### src/sv/ptc_pkg.sv
// ----------------------------------------------------------------------------
// ptc_pkg: shared types and constants for pressure/temperature compensation
// Beat formats, calibration word map, CRC constants and datapath widths.
// ----------------------------------------------------------------------------
package ptc_pkg;

	// Calibration word store.
	localparam int PromWords = 8;
	localparam int PromIdxW  = $clog2(PromWords);
	localparam int CfgIdxW   = 4;

	// Register indexes of the calibration words.
	localparam logic [PromIdxW-1:0] RegFactory  = PromIdxW'(0);
	localparam logic [PromIdxW-1:0] RegSens     = PromIdxW'(1);
	localparam logic [PromIdxW-1:0] RegOff      = PromIdxW'(2);
	localparam logic [PromIdxW-1:0] RegTcs      = PromIdxW'(3);
	localparam logic [PromIdxW-1:0] RegTco      = PromIdxW'(4);
	localparam logic [PromIdxW-1:0] RegTref     = PromIdxW'(5);
	localparam logic [PromIdxW-1:0] RegTempsens = PromIdxW'(6);
	localparam logic [PromIdxW-1:0] RegCrc      = PromIdxW'(PromWords - 1);

	// CRC4 over the calibration words, one byte per step.
	localparam int          CrcBytes     = 2 * PromWords;
	localparam int          CrcCntW      = $clog2(CrcBytes);
	localparam logic [15:0] CrcPoly      = 16'h3000;
	localparam logic [15:0] CrcClearMask = 16'hFFF0;

	// Temperature reference points, hundredths of a degree.
	localparam int                 TRef     = 2000;
	localparam int                 TVeryLow = -1500;
	localparam logic signed [31:0] TRefW    = 32'(TRef);

	// Widths of the offset and sensitivity intermediates.
	localparam int OffW  = 40;
	localparam int SensW = 40;

	typedef logic [15:0] prom_word_t;

	typedef struct packed {
		logic [23:0] pressure_raw;
		logic [23:0] temperature_raw;
	} in_item_t;

	typedef struct packed {
		logic signed [31:0] temperature;
		logic signed [31:0] pressure;
		logic               calibration_ok;
	} out_item_t;

	// Calibration coefficients used by the datapath.
	typedef struct packed {
		prom_word_t c1;
		prom_word_t c2;
		prom_word_t c3;
		prom_word_t c4;
		prom_word_t c5;
		prom_word_t c6;
	} coef_t;

	// Status of the calibration check.
	typedef struct packed {
		logic busy;
		logic ok;
	} cal_status_t;

	// Beat between the compensation front end and the pressure back end.
	typedef struct packed {
		logic [23:0]             d1;
		logic signed [31:0]      temperature;
		logic signed [OffW-1:0]  off;
		logic signed [SensW-1:0] sens;
	} mid_t;

endpackage

### src/sv/ptc_cfg.sv
// ----------------------------------------------------------------------------
// ptc_cfg: calibration word registers and CRC4 checker
// Holds the eight calibration words and recomputes their CRC4 one byte per
// cycle after every write.
// ----------------------------------------------------------------------------
module ptc_cfg (
	input  logic                         clk,
	input  logic                         arst_n,
	input  logic                         cfg_valid,
	output logic                         cfg_ready,
	input  logic [ptc_pkg::CfgIdxW-1:0]  cfg_index,
	input  logic [15:0]                  cfg_data,
	output ptc_pkg::coef_t               coef,
	output ptc_pkg::cal_status_t         cal
);

	localparam logic [ptc_pkg::CrcCntW-1:0] LastByte =
		ptc_pkg::CrcCntW'(ptc_pkg::CrcBytes - 1);

	logic [15:0]                  prom_q [ptc_pkg::PromWords];
	logic                         busy_q;
	logic                         ok_q;
	logic [ptc_pkg::CrcCntW-1:0]  cnt_q;
	logic [15:0]                  rem_q;
	logic                         wr;
	logic [ptc_pkg::PromIdxW-1:0] word_idx;
	logic [15:0]                  word_sel;
	logic [7:0]                   byte_sel;
	logic [15:0]                  rem_nxt;

	// One byte of the CRC: fold the byte in, then eight shift steps.
	function automatic logic [15:0] crc_step(input logic [15:0] rem_in,
	                                         input logic [7:0] data);
		logic [15:0] r;
		r = rem_in ^ {8'h00, data};
		for (int b = 0; b < 8; b++) begin
			r = r[15] ? ((r << 1) ^ ptc_pkg::CrcPoly) : (r << 1);
		end
		return r;
	endfunction

	assign cfg_ready = 1'b1;
	assign wr        = cfg_valid && cfg_ready;

	// Register file; writes beyond the last word are dropped.
	always_ff @(posedge clk or negedge arst_n) begin
		if (!arst_n) begin
			for (int i = 0; i < ptc_pkg::PromWords; i++) begin
				prom_q[i] <= '0;
			end
		end else if (wr && (cfg_index < ptc_pkg::CfgIdxW'(ptc_pkg::PromWords))) begin
			prom_q[cfg_index[ptc_pkg::PromIdxW-1:0]] <= cfg_data;
		end
	end

	// Select the byte for this step; the stored CRC nibble is masked out.
	always_comb begin
		word_idx = cnt_q[ptc_pkg::CrcCntW-1:1];
		word_sel = prom_q[word_idx];
		if (word_idx == ptc_pkg::RegCrc) begin
			word_sel = word_sel & ptc_pkg::CrcClearMask;
		end
		byte_sel = cnt_q[0] ? word_sel[7:0] : word_sel[15:8];
		rem_nxt  = crc_step(rem_q, byte_sel);
	end

	// CRC sequencer: restarts on every write, result valid when idle.
	// The all-zero words after reset give a zero CRC, which matches.
	always_ff @(posedge clk or negedge arst_n) begin
		if (!arst_n) begin
			busy_q <= 1'b0;
			ok_q   <= 1'b1;
			cnt_q  <= '0;
			rem_q  <= '0;
		end else if (wr) begin
			busy_q <= 1'b1;
			cnt_q  <= '0;
			rem_q  <= '0;
		end else if (busy_q) begin
			rem_q <= rem_nxt;
			cnt_q <= cnt_q + ptc_pkg::CrcCntW'(1);
			if (cnt_q == LastByte) begin
				busy_q <= 1'b0;
				ok_q   <= (rem_nxt[15:12] == prom_q[ptc_pkg::RegCrc][3:0]);
			end
		end
	end

	assign coef.c1 = prom_q[ptc_pkg::RegSens];
	assign coef.c2 = prom_q[ptc_pkg::RegOff];
	assign coef.c3 = prom_q[ptc_pkg::RegTcs];
	assign coef.c4 = prom_q[ptc_pkg::RegTco];
	assign coef.c5 = prom_q[ptc_pkg::RegTref];
	assign coef.c6 = prom_q[ptc_pkg::RegTempsens];

	assign cal.busy = busy_q;
	assign cal.ok   = ok_q;

	// A write always starts a new CRC pass.
	a_write_starts_crc: assert property (@(posedge clk) disable iff (!arst_n)
		wr |=> busy_q)
		else $error("CRC pass not started after a calibration write");

	// The pass ends after the last byte unless a new write restarts it.
	a_crc_ends: assert property (@(posedge clk) disable iff (!arst_n)
		busy_q && !wr && (cnt_q == LastByte) |=> !busy_q)
		else $error("CRC pass did not end after the last byte");

endmodule

### config.mk
export PLATFORM = sky130hd
export DESIGN_NAME = ptc_cfg
export DESIGN_NICKNAME = d
export VERILOG_FILES = /design/src/sv/ptc_pkg.sv /design/src/sv/ptc_cfg.sv
export SDC_FILE = /design/constraint.sdc
export NUM_CORES = 1
export LEC_CHECK = 0
export BUFFER_PORTS_ARGS = -buffer_cell sky130_fd_sc_hd__buf_2
export CORE_UTILIZATION = 60
export CTS_CLUSTER_SIZE = 14
export DETAILED_ROUTE_END_ITERATION = 10
export PLACE_DENSITY = 0.84
export REMOVE_ABC_BUFFERS = 1
export SYNTH_ARGS = -nofsm -noshare
export SYNTH_HDL_FRONTEND = slang
export SYNTH_SLANG_ARGS = --single-unit
### constraint.sdc
create_clock -name clk -period 3.88 [get_ports clk]
set_input_delay 0.776 -clock clk [delete_from_list [all_inputs] [get_ports clk]]
set_output_delay 0.776 -clock clk [all_outputs]
set_load 0.05 [all_outputs]
==> results.cfg <==
[worst_setup_path]
worstPathArrival_ns = 3.35
end_kind = flop
path_delay_family = multiplexers
r2r_setup_slack_ns = 0.85
reg2regPathDepth = 6
slowest_delay_ns = 0.65
worstPathMaxFanout = 22
required_ns = 4.19
r2r-start = cnt_q[1]$_DFFE_PN0P_
crit_slowest_cell = dfrtp_2
critPathBufInv = 1
r2r-end = ok_q$_DFFE_PN1P_
path_class = reg2reg
crit_chain = buf_4, mux4_1, mux4_2, xor2_1, xnor2_1, o41ai_2
worstSetupStartpointType = flop

[die]
start_util = 0.628
die_area_mm2 = 0.0126
ios = 122
core_area_mm2 = 0.0116
std_cell_rows = 39
die_h_um = 112
chipWidth_um = 112

[clock_tree]
clk_pin_slew_ns = 0.06
htree_num_levels = 4
post_cts_buffers = 0
cts_root_buf = clkbuf_16
cts_tree = done
holdBufCountCts = 0
cts_inserted_buffers = 17
clk_path_buf_depth = 2
cts_resized = 0
clk_latency_ns = 0.42
cts.sinks = 142

[sta]
setup_tns_ns = 0
slew_viol_final = 0
max-slew-margin-rel = 0.240
fin_skew_ns = 0.00861
finalCriticalPeriod_ns = 3.03
fmax_ghz = 0.330
worst_slack_ns = 0.848
post-route-period-util = 0.781
finalSetupViolations = 0
hold_violations = 0
worst-slew-pin-transition_ns = 1.14
rsz0062_at_grt = false

[route]
dr_total_vias = 4379
routed_wl_um = 16600
wl_met3_um = 1160
drtAntennaViolNets = 0
m1WireLength_um = 6910
drtIter0Drc = 290
top_layer = met4
firstDrtPassIters = 7
drc_errors = 10
wl_met2_um = 8200
via_per_inst = 6.14
avgRoutedWirePerCell_um = 23.2

[cells_and_area]
design.final.nets = 580
areaGrowthSynthToFinish_pct = 10.3
final_cell_mix = dfrtp_1, mux2_2, buf_2, mux4_2, clkbuf_16
fin_area_mm2 = 0.00804
utilization = 0.693
layout-drive-gt1-share = 0.573
mostFrequentLayoutCell = dfrtp_1

[run_status]
violations = DRC
status = complete, but fails checks

[placed_design]
portBuffers = 120
place_area_mm2 = 0.00733
hpwl_um = 10400
routabilityCongestion = 0.822
dp_slack_ns = 0.860

[power]
vdd_ir_drop_max_mv = 0.451
leakage_nw = 3.69
p_per_area_mw_per_mm2 = 768
total_power_w = 0.00618

[logic_synthesis]
synth_cells = 529
ys_seq_area_frac = 0.487
synth_warnings = 0
syn_avg_cell_area_um2 = 13.8
synthDistinctLibCells = 35
synth_area_mm2 = 0.00729
ys_ff_latch = 142

[global_route]
groute.usage.overall = 0.280
grt_pass1_vias = 4506
overflow = 0
grt_max_degree = 128
grt_first_pass_wirelength_um = 26200
antenna_found_initial = 1

[run]
maxCapViolCount = 0

[min_path]
hold_end = prom_q[126]$_DFFE_PN0P_
whs_path_depth = 1
hold_start = prom_q[126]$_DFFE_PN0P_
hold_class = reg2reg
-- cells in the mapped netlist --
library cell	n	area, um^2
a211oi_1	1	7.51
a21o_1	1	7.51
a31oi_1	1	6.26
a32oi_1	1	8.76
and3_1	1	6.26
buf_1	4	15.0
buf_2	3	15.0
buf_4	99	743
buf_6	1	11.3
clkbuf_1	16	60.1
conb_1	1	3.75
dfrtp_1	141	3530
dfstp_2	1	26.3
ha_1	1	12.5
inv_1	1	3.75
mux2_2	129	1450
mux2i_1	16	160
mux4_1	7	184
mux4_2	23	518
nand2_1	12	45.0
nand3_1	3	15.0
nand3b_1	1	7.51
nand4_1	1	6.26
nor2_1	16	60.1
nor2b_1	4	25.0
nor3_1	2	10.0
nor3b_1	2	15.0
o211ai_1	8	60.1
o21ai_0	4	20.0
o41ai_2	1	16.3
or2_2	1	6.26
or3b_2	1	8.76
xnor2_1	15	131
xnor2_2	1	16.3
xor2_1	9	78.8
-- sequential cells by signal, indices dropped and copies added, names as in the netlist --
signal  count
prom_q     32
busy_q      1
ok_q        1
coef       96
cnt_q       4
rem_q       8
-- cell families after synthesis --
| logic type | count (synthesis) | share of synthesized area |
|---|---|---|
| mux | 175 | 0.317 |
| flops | 142 | 0.487 |
| buf+inv | 124 | 0.116 |
| simple gates | 44 | 0.0281 |
| xor+xnor | 25 | 0.0311 |
| compound gates | 17 | 0.0173 |
| fa+ha+maj | 1 | 0.00172 |
| other cells | 1 | 0.000514 |
-- metrics by stage --
step	hold WS, ns	cells
2_1_floorplan	0.471	406
3_3_place_gp	0.481	680
3_5_place_dp	0.494	680
4_1_cts	0.509	712
5_1_grt	0.519	712
6_report	0.507	713
-- area by class of cell --
| class | instances | area (um^2) |
|---|---|---|
| sequential | 142 | 3560 |
| clock inverter | 9 | 201 |
| fill | 767 | 3570 |
| multi-input combinational | 263 | 2900 |
| inverter | 1 | 3.75 |
| timing repair buffer | 131 | 689 |
| antenna | 1 | 2.50 |
| tap | 143 | 179 |
| clock buffer | 23 | 508 |
-- worst max-delay path by stage --
stage / from / to / cells after the start
2_1_floorplan: cnt_q[1]$_DFFE_PN0P_ / ok_q$_DFFE_PN1P_ / 7
3_3_place_gp: cnt_q[1]$_DFFE_PN0P_ / ok_q$_DFFE_PN1P_ / 6
3_5_place_dp: cnt_q[1]$_DFFE_PN0P_ / ok_q$_DFFE_PN1P_ / 6
4_1_cts: cnt_q[1]$_DFFE_PN0P_ / ok_q$_DFFE_PN1P_ / 6
5_1_grt: cnt_q[1]$_DFFE_PN0P_ / ok_q$_DFFE_PN1P_ / 6
6_report: cnt_q[1]$_DFFE_PN0P_ / ok_q$_DFFE_PN1P_ / 6
-- report_power, final --
part / switching (W) / internal (W)
combinational: 0.00138 / 0.000748
sequential: 0.000303 / 0.00182
clock: 0.000622 / 0.00131
total: 0.00230 / 0.00388
-- per-layer routing --
layer | global-route usage | vias to the layer above
met5 | 0 | -
met4 | 0.0880 | 0
met3 | 0.0767 | 29
met2 | 0.445 | 213
met1 | 0.380 | 2286
li1 | - | 1851
Power figures use the tool's default switching activity.
