--- config.mk ---
export PLATFORM = sky130hd
export DESIGN_NAME = ptc_press
export DESIGN_NICKNAME = d
export VERILOG_FILES = /design/src/sv/ptc_pkg.sv /design/src/sv/ptc_press.sv
export SDC_FILE = /design/constraint.sdc
export NUM_CORES = 2
export LEC_CHECK = 0
export ABC_AREA = 0
export BUFFER_PORTS_ARGS = -buffer_cell sky130_fd_sc_hd__buf_2
export CAP_MARGIN = 10
export CORE_ASPECT_RATIO = 0.6
export CORE_MARGIN = 8
export CORE_UTILIZATION = 50
export DETAILED_ROUTE_END_ITERATION = 8
export GPL_TIMING_DRIVEN = 0
export PLACE_DENSITY = 0.77
export SYNTH_ARGS = -nofsm -noshare
export SYNTH_HDL_FRONTEND = slang
export SYNTH_SLANG_ARGS = --single-unit
--- constraint.sdc ---
create_clock -name clk -period 9.39 [get_ports clk]
set_clock_uncertainty 0.1 [all_clocks]
set_input_delay 0 -clock clk [delete_from_list [all_inputs] [get_ports clk]]
set_output_delay 0 -clock clk [all_outputs]
set_load 0.05 [all_outputs]
--- src/sv/ptc_pkg.sv ---
// ----------------------------------------------------------------------------
// ptc_pkg: shared types and constants for pressure/temperature compensation
// Beat formats, calibration word map, CRC constants and datapath widths.
// ----------------------------------------------------------------------------
package ptc_pkg;

	// Calibration word store.
	localparam int PromWords = 8;
	localparam int PromIdxW  = $clog2(PromWords);
	localparam int CfgIdxW   = 4;

	// Register indexes of the calibration words.
	localparam logic [PromIdxW-1:0] RegFactory  = PromIdxW'(0);
	localparam logic [PromIdxW-1:0] RegSens     = PromIdxW'(1);
	localparam logic [PromIdxW-1:0] RegOff      = PromIdxW'(2);
	localparam logic [PromIdxW-1:0] RegTcs      = PromIdxW'(3);
	localparam logic [PromIdxW-1:0] RegTco      = PromIdxW'(4);
	localparam logic [PromIdxW-1:0] RegTref     = PromIdxW'(5);
	localparam logic [PromIdxW-1:0] RegTempsens = PromIdxW'(6);
	localparam logic [PromIdxW-1:0] RegCrc      = PromIdxW'(PromWords - 1);

	// CRC4 over the calibration words, one byte per step.
	localparam int          CrcBytes     = 2 * PromWords;
	localparam int          CrcCntW      = $clog2(CrcBytes);
	localparam logic [15:0] CrcPoly      = 16'h3000;
	localparam logic [15:0] CrcClearMask = 16'hFFF0;

	// Temperature reference points, hundredths of a degree.
	localparam int                 TRef     = 2000;
	localparam int                 TVeryLow = -1500;
	localparam logic signed [31:0] TRefW    = 32'(TRef);

	// Widths of the offset and sensitivity intermediates.
	localparam int OffW  = 40;
	localparam int SensW = 40;

	typedef logic [15:0] prom_word_t;

	typedef struct packed {
		logic [23:0] pressure_raw;
		logic [23:0] temperature_raw;
	} in_item_t;

	typedef struct packed {
		logic signed [31:0] temperature;
		logic signed [31:0] pressure;
		logic               calibration_ok;
	} out_item_t;

	// Calibration coefficients used by the datapath.
	typedef struct packed {
		prom_word_t c1;
		prom_word_t c2;
		prom_word_t c3;
		prom_word_t c4;
		prom_word_t c5;
		prom_word_t c6;
	} coef_t;

	// Status of the calibration check.
	typedef struct packed {
		logic busy;
		logic ok;
	} cal_status_t;

	// Beat between the compensation front end and the pressure back end.
	typedef struct packed {
		logic [23:0]             d1;
		logic signed [31:0]      temperature;
		logic signed [OffW-1:0]  off;
		logic signed [SensW-1:0] sens;
	} mid_t;

endpackage

--- src/sv/ptc_press.sv ---
// ----------------------------------------------------------------------------
// ptc_press: compensated pressure pipeline
// Five stages: split multiply of raw pressure by sensitivity, scaling, offset
// removal and the final scaled result register.
// ----------------------------------------------------------------------------
module ptc_press (
	input  logic               clk,
	input  logic               arst_n,
	input  logic               in_valid,
	output logic               in_stall,
	input  ptc_pkg::mid_t      in_data,
	input  logic               cal_ok,
	output logic               out_valid,
	input  logic               out_stall,
	output ptc_pkg::out_item_t out_data
);

	localparam int SplitW = 19;
	localparam int HiW    = ptc_pkg::SensW - SplitW;
	localparam int PlW    = 24 + SplitW;
	localparam int PhW    = 25 + HiW;
	localparam int ProdW  = 64;
	localparam int TW     = ProdW - 21;
	localparam int QW     = TW + 1;

	localparam logic signed [ProdW-1:0] Rnd21 = ProdW'((1 << 21) - 1);
	localparam logic signed [QW-1:0]    Rnd13 = QW'((1 << 13) - 1);

	logic v_s7, v_s8, v_s9, v_s10, v_s11;
	logic rdy_s7, rdy_s8, rdy_s9, rdy_s10, rdy_s11;

	logic [PlW-1:0]                  pl_s7;
	logic signed [PhW-1:0]           ph_s7;
	logic signed [ptc_pkg::OffW-1:0] off_s7, off_s8, off_s9;
	logic signed [31:0]              temp_s7, temp_s8, temp_s9, temp_s10;
	logic signed [ProdW-1:0]         prod_s8;
	logic signed [TW-1:0]            t_s9;
	logic signed [QW-1:0]            q_s10;
	ptc_pkg::out_item_t              out_s11;

	logic signed [HiW-1:0]           sens_hi;
	logic [SplitW-1:0]               sens_lo;
	logic signed [ProdW-1:0]         prod_adj;
	logic signed [QW-1:0]            q_adj;

	// Ready chain, last stage is the output register.
	assign rdy_s11  = !v_s11 || !out_stall;
	assign rdy_s10  = !v_s10 || rdy_s11;
	assign rdy_s9   = !v_s9 || rdy_s10;
	assign rdy_s8   = !v_s8 || rdy_s9;
	assign rdy_s7   = !v_s7 || rdy_s8;
	assign in_stall = !rdy_s7;

	always_ff @(posedge clk or negedge arst_n) begin
		if (!arst_n) begin
			v_s7  <= 1'b0;
			v_s8  <= 1'b0;
			v_s9  <= 1'b0;
			v_s10 <= 1'b0;
			v_s11 <= 1'b0;
		end else begin
			if (rdy_s7)  v_s7  <= in_valid;
			if (rdy_s8)  v_s8  <= v_s7;
			if (rdy_s9)  v_s9  <= v_s8;
			if (rdy_s10) v_s10 <= v_s9;
			if (rdy_s11) v_s11 <= v_s10;
		end
	end

	// Stage 7: raw pressure times the two halves of the sensitivity.
	assign sens_hi = in_data.sens[ptc_pkg::SensW-1:SplitW];
	assign sens_lo = in_data.sens[SplitW-1:0];

	always_ff @(posedge clk) begin
		if (rdy_s7) begin
			pl_s7   <= PlW'(in_data.d1) * PlW'(sens_lo);
			ph_s7   <= $signed({1'b0, in_data.d1}) * sens_hi;
			off_s7  <= in_data.off;
			temp_s7 <= in_data.temperature;
		end
	end

	// Stage 8: combine the partial products.
	always_ff @(posedge clk) begin
		if (rdy_s8) begin
			prod_s8 <= (ProdW'(ph_s7) <<< SplitW) + $signed(ProdW'(pl_s7));
			off_s8  <= off_s7;
			temp_s8 <= temp_s7;
		end
	end

	// Stage 9: scale the product, rounding toward zero.
	assign prod_adj = prod_s8 + (Rnd21 & {ProdW{prod_s8[ProdW-1]}});

	always_ff @(posedge clk) begin
		if (rdy_s9) begin
			t_s9    <= prod_adj[ProdW-1:21];
			off_s9  <= off_s8;
			temp_s9 <= temp_s8;
		end
	end

	// Stage 10: remove the offset.
	always_ff @(posedge clk) begin
		if (rdy_s10) begin
			q_s10    <= QW'(t_s9) - QW'(off_s9);
			temp_s10 <= temp_s9;
		end
	end

	// Stage 11: final scaling toward zero, sign-extended to 32 bits.
	assign q_adj = q_s10 + (Rnd13 & {QW{q_s10[QW-1]}});

	always_ff @(posedge clk) begin
		if (rdy_s11) begin
			out_s11.temperature    <= temp_s10;
			out_s11.pressure       <= 32'($signed(q_adj[QW-1:13]));
			out_s11.calibration_ok <= cal_ok;
		end
	end

	assign out_valid = v_s11;
	assign out_data  = out_s11;

endmodule

==> results.cfg <==
[cts]
clockRootBuffer = clkbuf_16
cts_buffers = 56
cts-resized-gates = 0
cts.path.max_buffers = 3
clk_latency_ns = 0.63
htree_levels = 2
clkTransAtPathRegs_ns = 0.06
cts_sinks = 556
cts_tree = built

[drt]
wl_um = 165500
vias_per_cell = 5.536
first_pass_iters = 8
num_vias = 38213
remaining_drc_errors = 0
routedWlPerCell_um = 23.98
drt_iter0_drc = 4174
antenna_left = 0

[min_path]
hp-start = in_data[91]
hold_class = in2reg
min_to = temp_s7[11]
hold_path_depth = 2

[yosys]
ys_seq_area_share_pct = 30.94
synth_cell_type_count = 74
ys_seq_elements = 556
synthFlopType = edfxtp_1
synth_area_sq_um = 53880
syn-num-nets = 6366
async_reset_ff_share_pct = 0.8993
synth_cells = 5030
syn_area_per_cell_sq_um = 10.71
synth_edf_count = 551
yosysWarnings = 0

[layout]
fillCellCount = 8980
final_cell_mix = inv_1 (979), fa_1 (791), nand2_1 (664)
synthToLayoutAreaGrowth_pct = 11.65
drive_above_1_share_pct = 5.932
layout.nets = 6752
ff_latch_area_sq_um = 16670
multi_input_area_sq_um = 32790
final_common_cell = inv_1

[floorplanning]
start_util_pct = 50.33
die_h_um = 270.3
rows = 93
coreArea_sq_um = 107100
io_pins = 208
die_w_um = 439.8
dieArea_sq_um = 118900

[grt]
grt_pass1_vias = 39203
grt_start_max_net_pins = 71
grt_pass1_wl_um = 247500
grt-ovfl-total = 0
grt_usage_pct = 27.70
antenna_found_initial = 24

[worst_setup_path]
r2r_start = prod_s8[63]
path_max_fanout = 10
crit_buf_inv = 8
cpMostUsedCell = fa_1
cpLargestDelayFamily = adder cells
rr_worst_depth = 12
critical_path_required_ns = 9.60
reg2reg_setup_slack_ns = 4.88
slowest_delay_ns = 0.95
r2r-end = t_s9[30]
crit_arrival_ns = 8.81
start_kind = input port
critPathSlowestCell = o31ai_1
critPathKind = in2reg
endpoint_kind = flip-flop

[sta]
slew_violations = 0
rsz0062_at_grt = false
setup_viol = 0
finalSetupTns_ns = 0
relSlewSlack_pct = 9.372
max_freq_mhz = 116.3
hold_viol = 0
worstMarginPinSlew_ns = 1.359
finalCritPeriodShare_pct = 91.55
fin_crit_ns = 8.596

[placed_design]
place_congestion = 1.048
io_buffers = 183
dp_hpwl_um = 129900

[job]
maxCapViolations = 0

[outcome]
status = finished clean
==> state kept, by name (all words and copies together), names as in the netlist, 40 cells and up <==
| name | flops |
|---|---|
| t_s9 | 43 |
| ph_s7 | 45 |
| off_s8 | 40 |
| off_s7 | 40 |
| out_data | 64 |
| off_s9 | 40 |
| prod_s8 | 64 |
| pl_s7 | 43 |
| q_s10 | 44 |
==> worst max-delay path by stage <==
| stage | start | to | slack (ns) | cells after the start |
|---|---|---|---|---|
| 5_1_grt | in_data[19] | ph_s7[44] | 0.41 | 27 |
| 2_1_floorplan | out_valid | in_stall | 1.53 | 3 |
| 4_1_cts | in_data[19] | ph_s7[44] | 1.04 | 27 |
| 3_3_place_gp | out_valid | pl_s7[1] | -1.32 | 2 |
| 3_5_place_dp | in_data[125] | ph_s7[44] | 0.79 | 25 |
| 6_report | in_data[19] | ph_s7[44] | 0.79 | 27 |
==> cell usage after synthesis (5+ instances only) <==
cell	number	area, sq um
a41oi_1	6	52.55
nor2_1	118	442.9
a211oi_1	14	105.1
fa_1	791	15840
a21boi_0	5	37.54
nor3_1	18	90.09
or3_1	9	56.30
nor2b_1	34	212.7
o31ai_1	6	45.04
dfrtp_1	5	125.1
a21oi_1	120	600.6
a31oi_1	13	81.33
nand2_1	666	2500
and3_1	48	300.3
o21ai_1	8	40.04
o21ai_0	66	330.3
and2_1	379	2371
inv_1	980	3679
o21a_1	19	142.6
a21o_1	100	750.7
nand3_1	62	310.3
a31o_2	6	52.55
clkbuf_1	197	739.5
nand4_1	32	200.2
or2_2	5	31.28
o21bai_1	18	135.1
and4_1	8	70.07
o211ai_1	7	52.55
ha_1	404	5055
edfxtp_1	551	16550
a211o_1	6	52.55
nand2b_1	37	231.5
xnor2_1	155	1358
xor2_1	69	604.3
==> repair_timing <==
action	in CTS	in global routing
hold buffers	129	1
setup buffers	0	0
hold endpoints to repair	91	1
==> worst register-to-register path: cells and delay by family (launching register included) <==
family,cells,cell delay (ns)
compound gates,5,1.34
simple gates,4,0.87
flops,1,0.85
fa+ha+maj,1,0.56
buf+inv,1,0.29
xor+xnor,1,0.28
==> logic make-up (layout without fill, tap and decap cells) <==
kind of cell	Yosys count	count (layout)	share of synthesized area (%)
buf+inv	1182	1614	8.260
simple gates	1430	1430	12.86
flops	556	556	30.94
compound gates	443	443	5.529
xor+xnor	224	224	3.641
other cells	0	16	0
fa+ha+maj	1195	1195	38.77
==> through the flow <==
stage | std cells | cell area [sq um] | setup WS [ns] | utilization, % | hold WS (ns)
floorplan | 5030 | 53880 | 1.528 | - | -0.3956
global placement | 6638 | 56580 | -1.319 | 52.85 | -0.2843
detailed placement | 6653 | 56880 | 0.7942 | 53.14 | -0.2724
CTS | 6886 | 60100 | 1.041 | 56.14 | 0.001413
global route | 6890 | 60120 | 0.4072 | 56.16 | 0.002687
finish | 6903 | 60150 | 0.7939 | 56.19 | 0.009216
==> routing by layer <==
metal  GRT usage (%)  vias to the layer above  part of all wire, %
li1                -                    16625                    -
met2           38.24                     2375                   39
met3           12.63                      325                   16
met5               0                        -                0.038
met4           6.874                        8                  2.8
met1           39.53                    18880                   42
==> cell type report <==
type                       instances  share of cell area, %
buffer                           202                  1.283
inverter                         980                  6.119
multi-input combinational       3292                  54.50
antenna                           16                0.06656
clock inverter                    35                 0.7301
sequential                       556                  27.71
clock buffer                      69                  2.477
timing repair buffer             328                  4.143
tap                             1425                  2.964
Power is left out: the tool's default activity adds up to more than one toggle a clock period on the data nets, which glitch-free logic cannot reach.
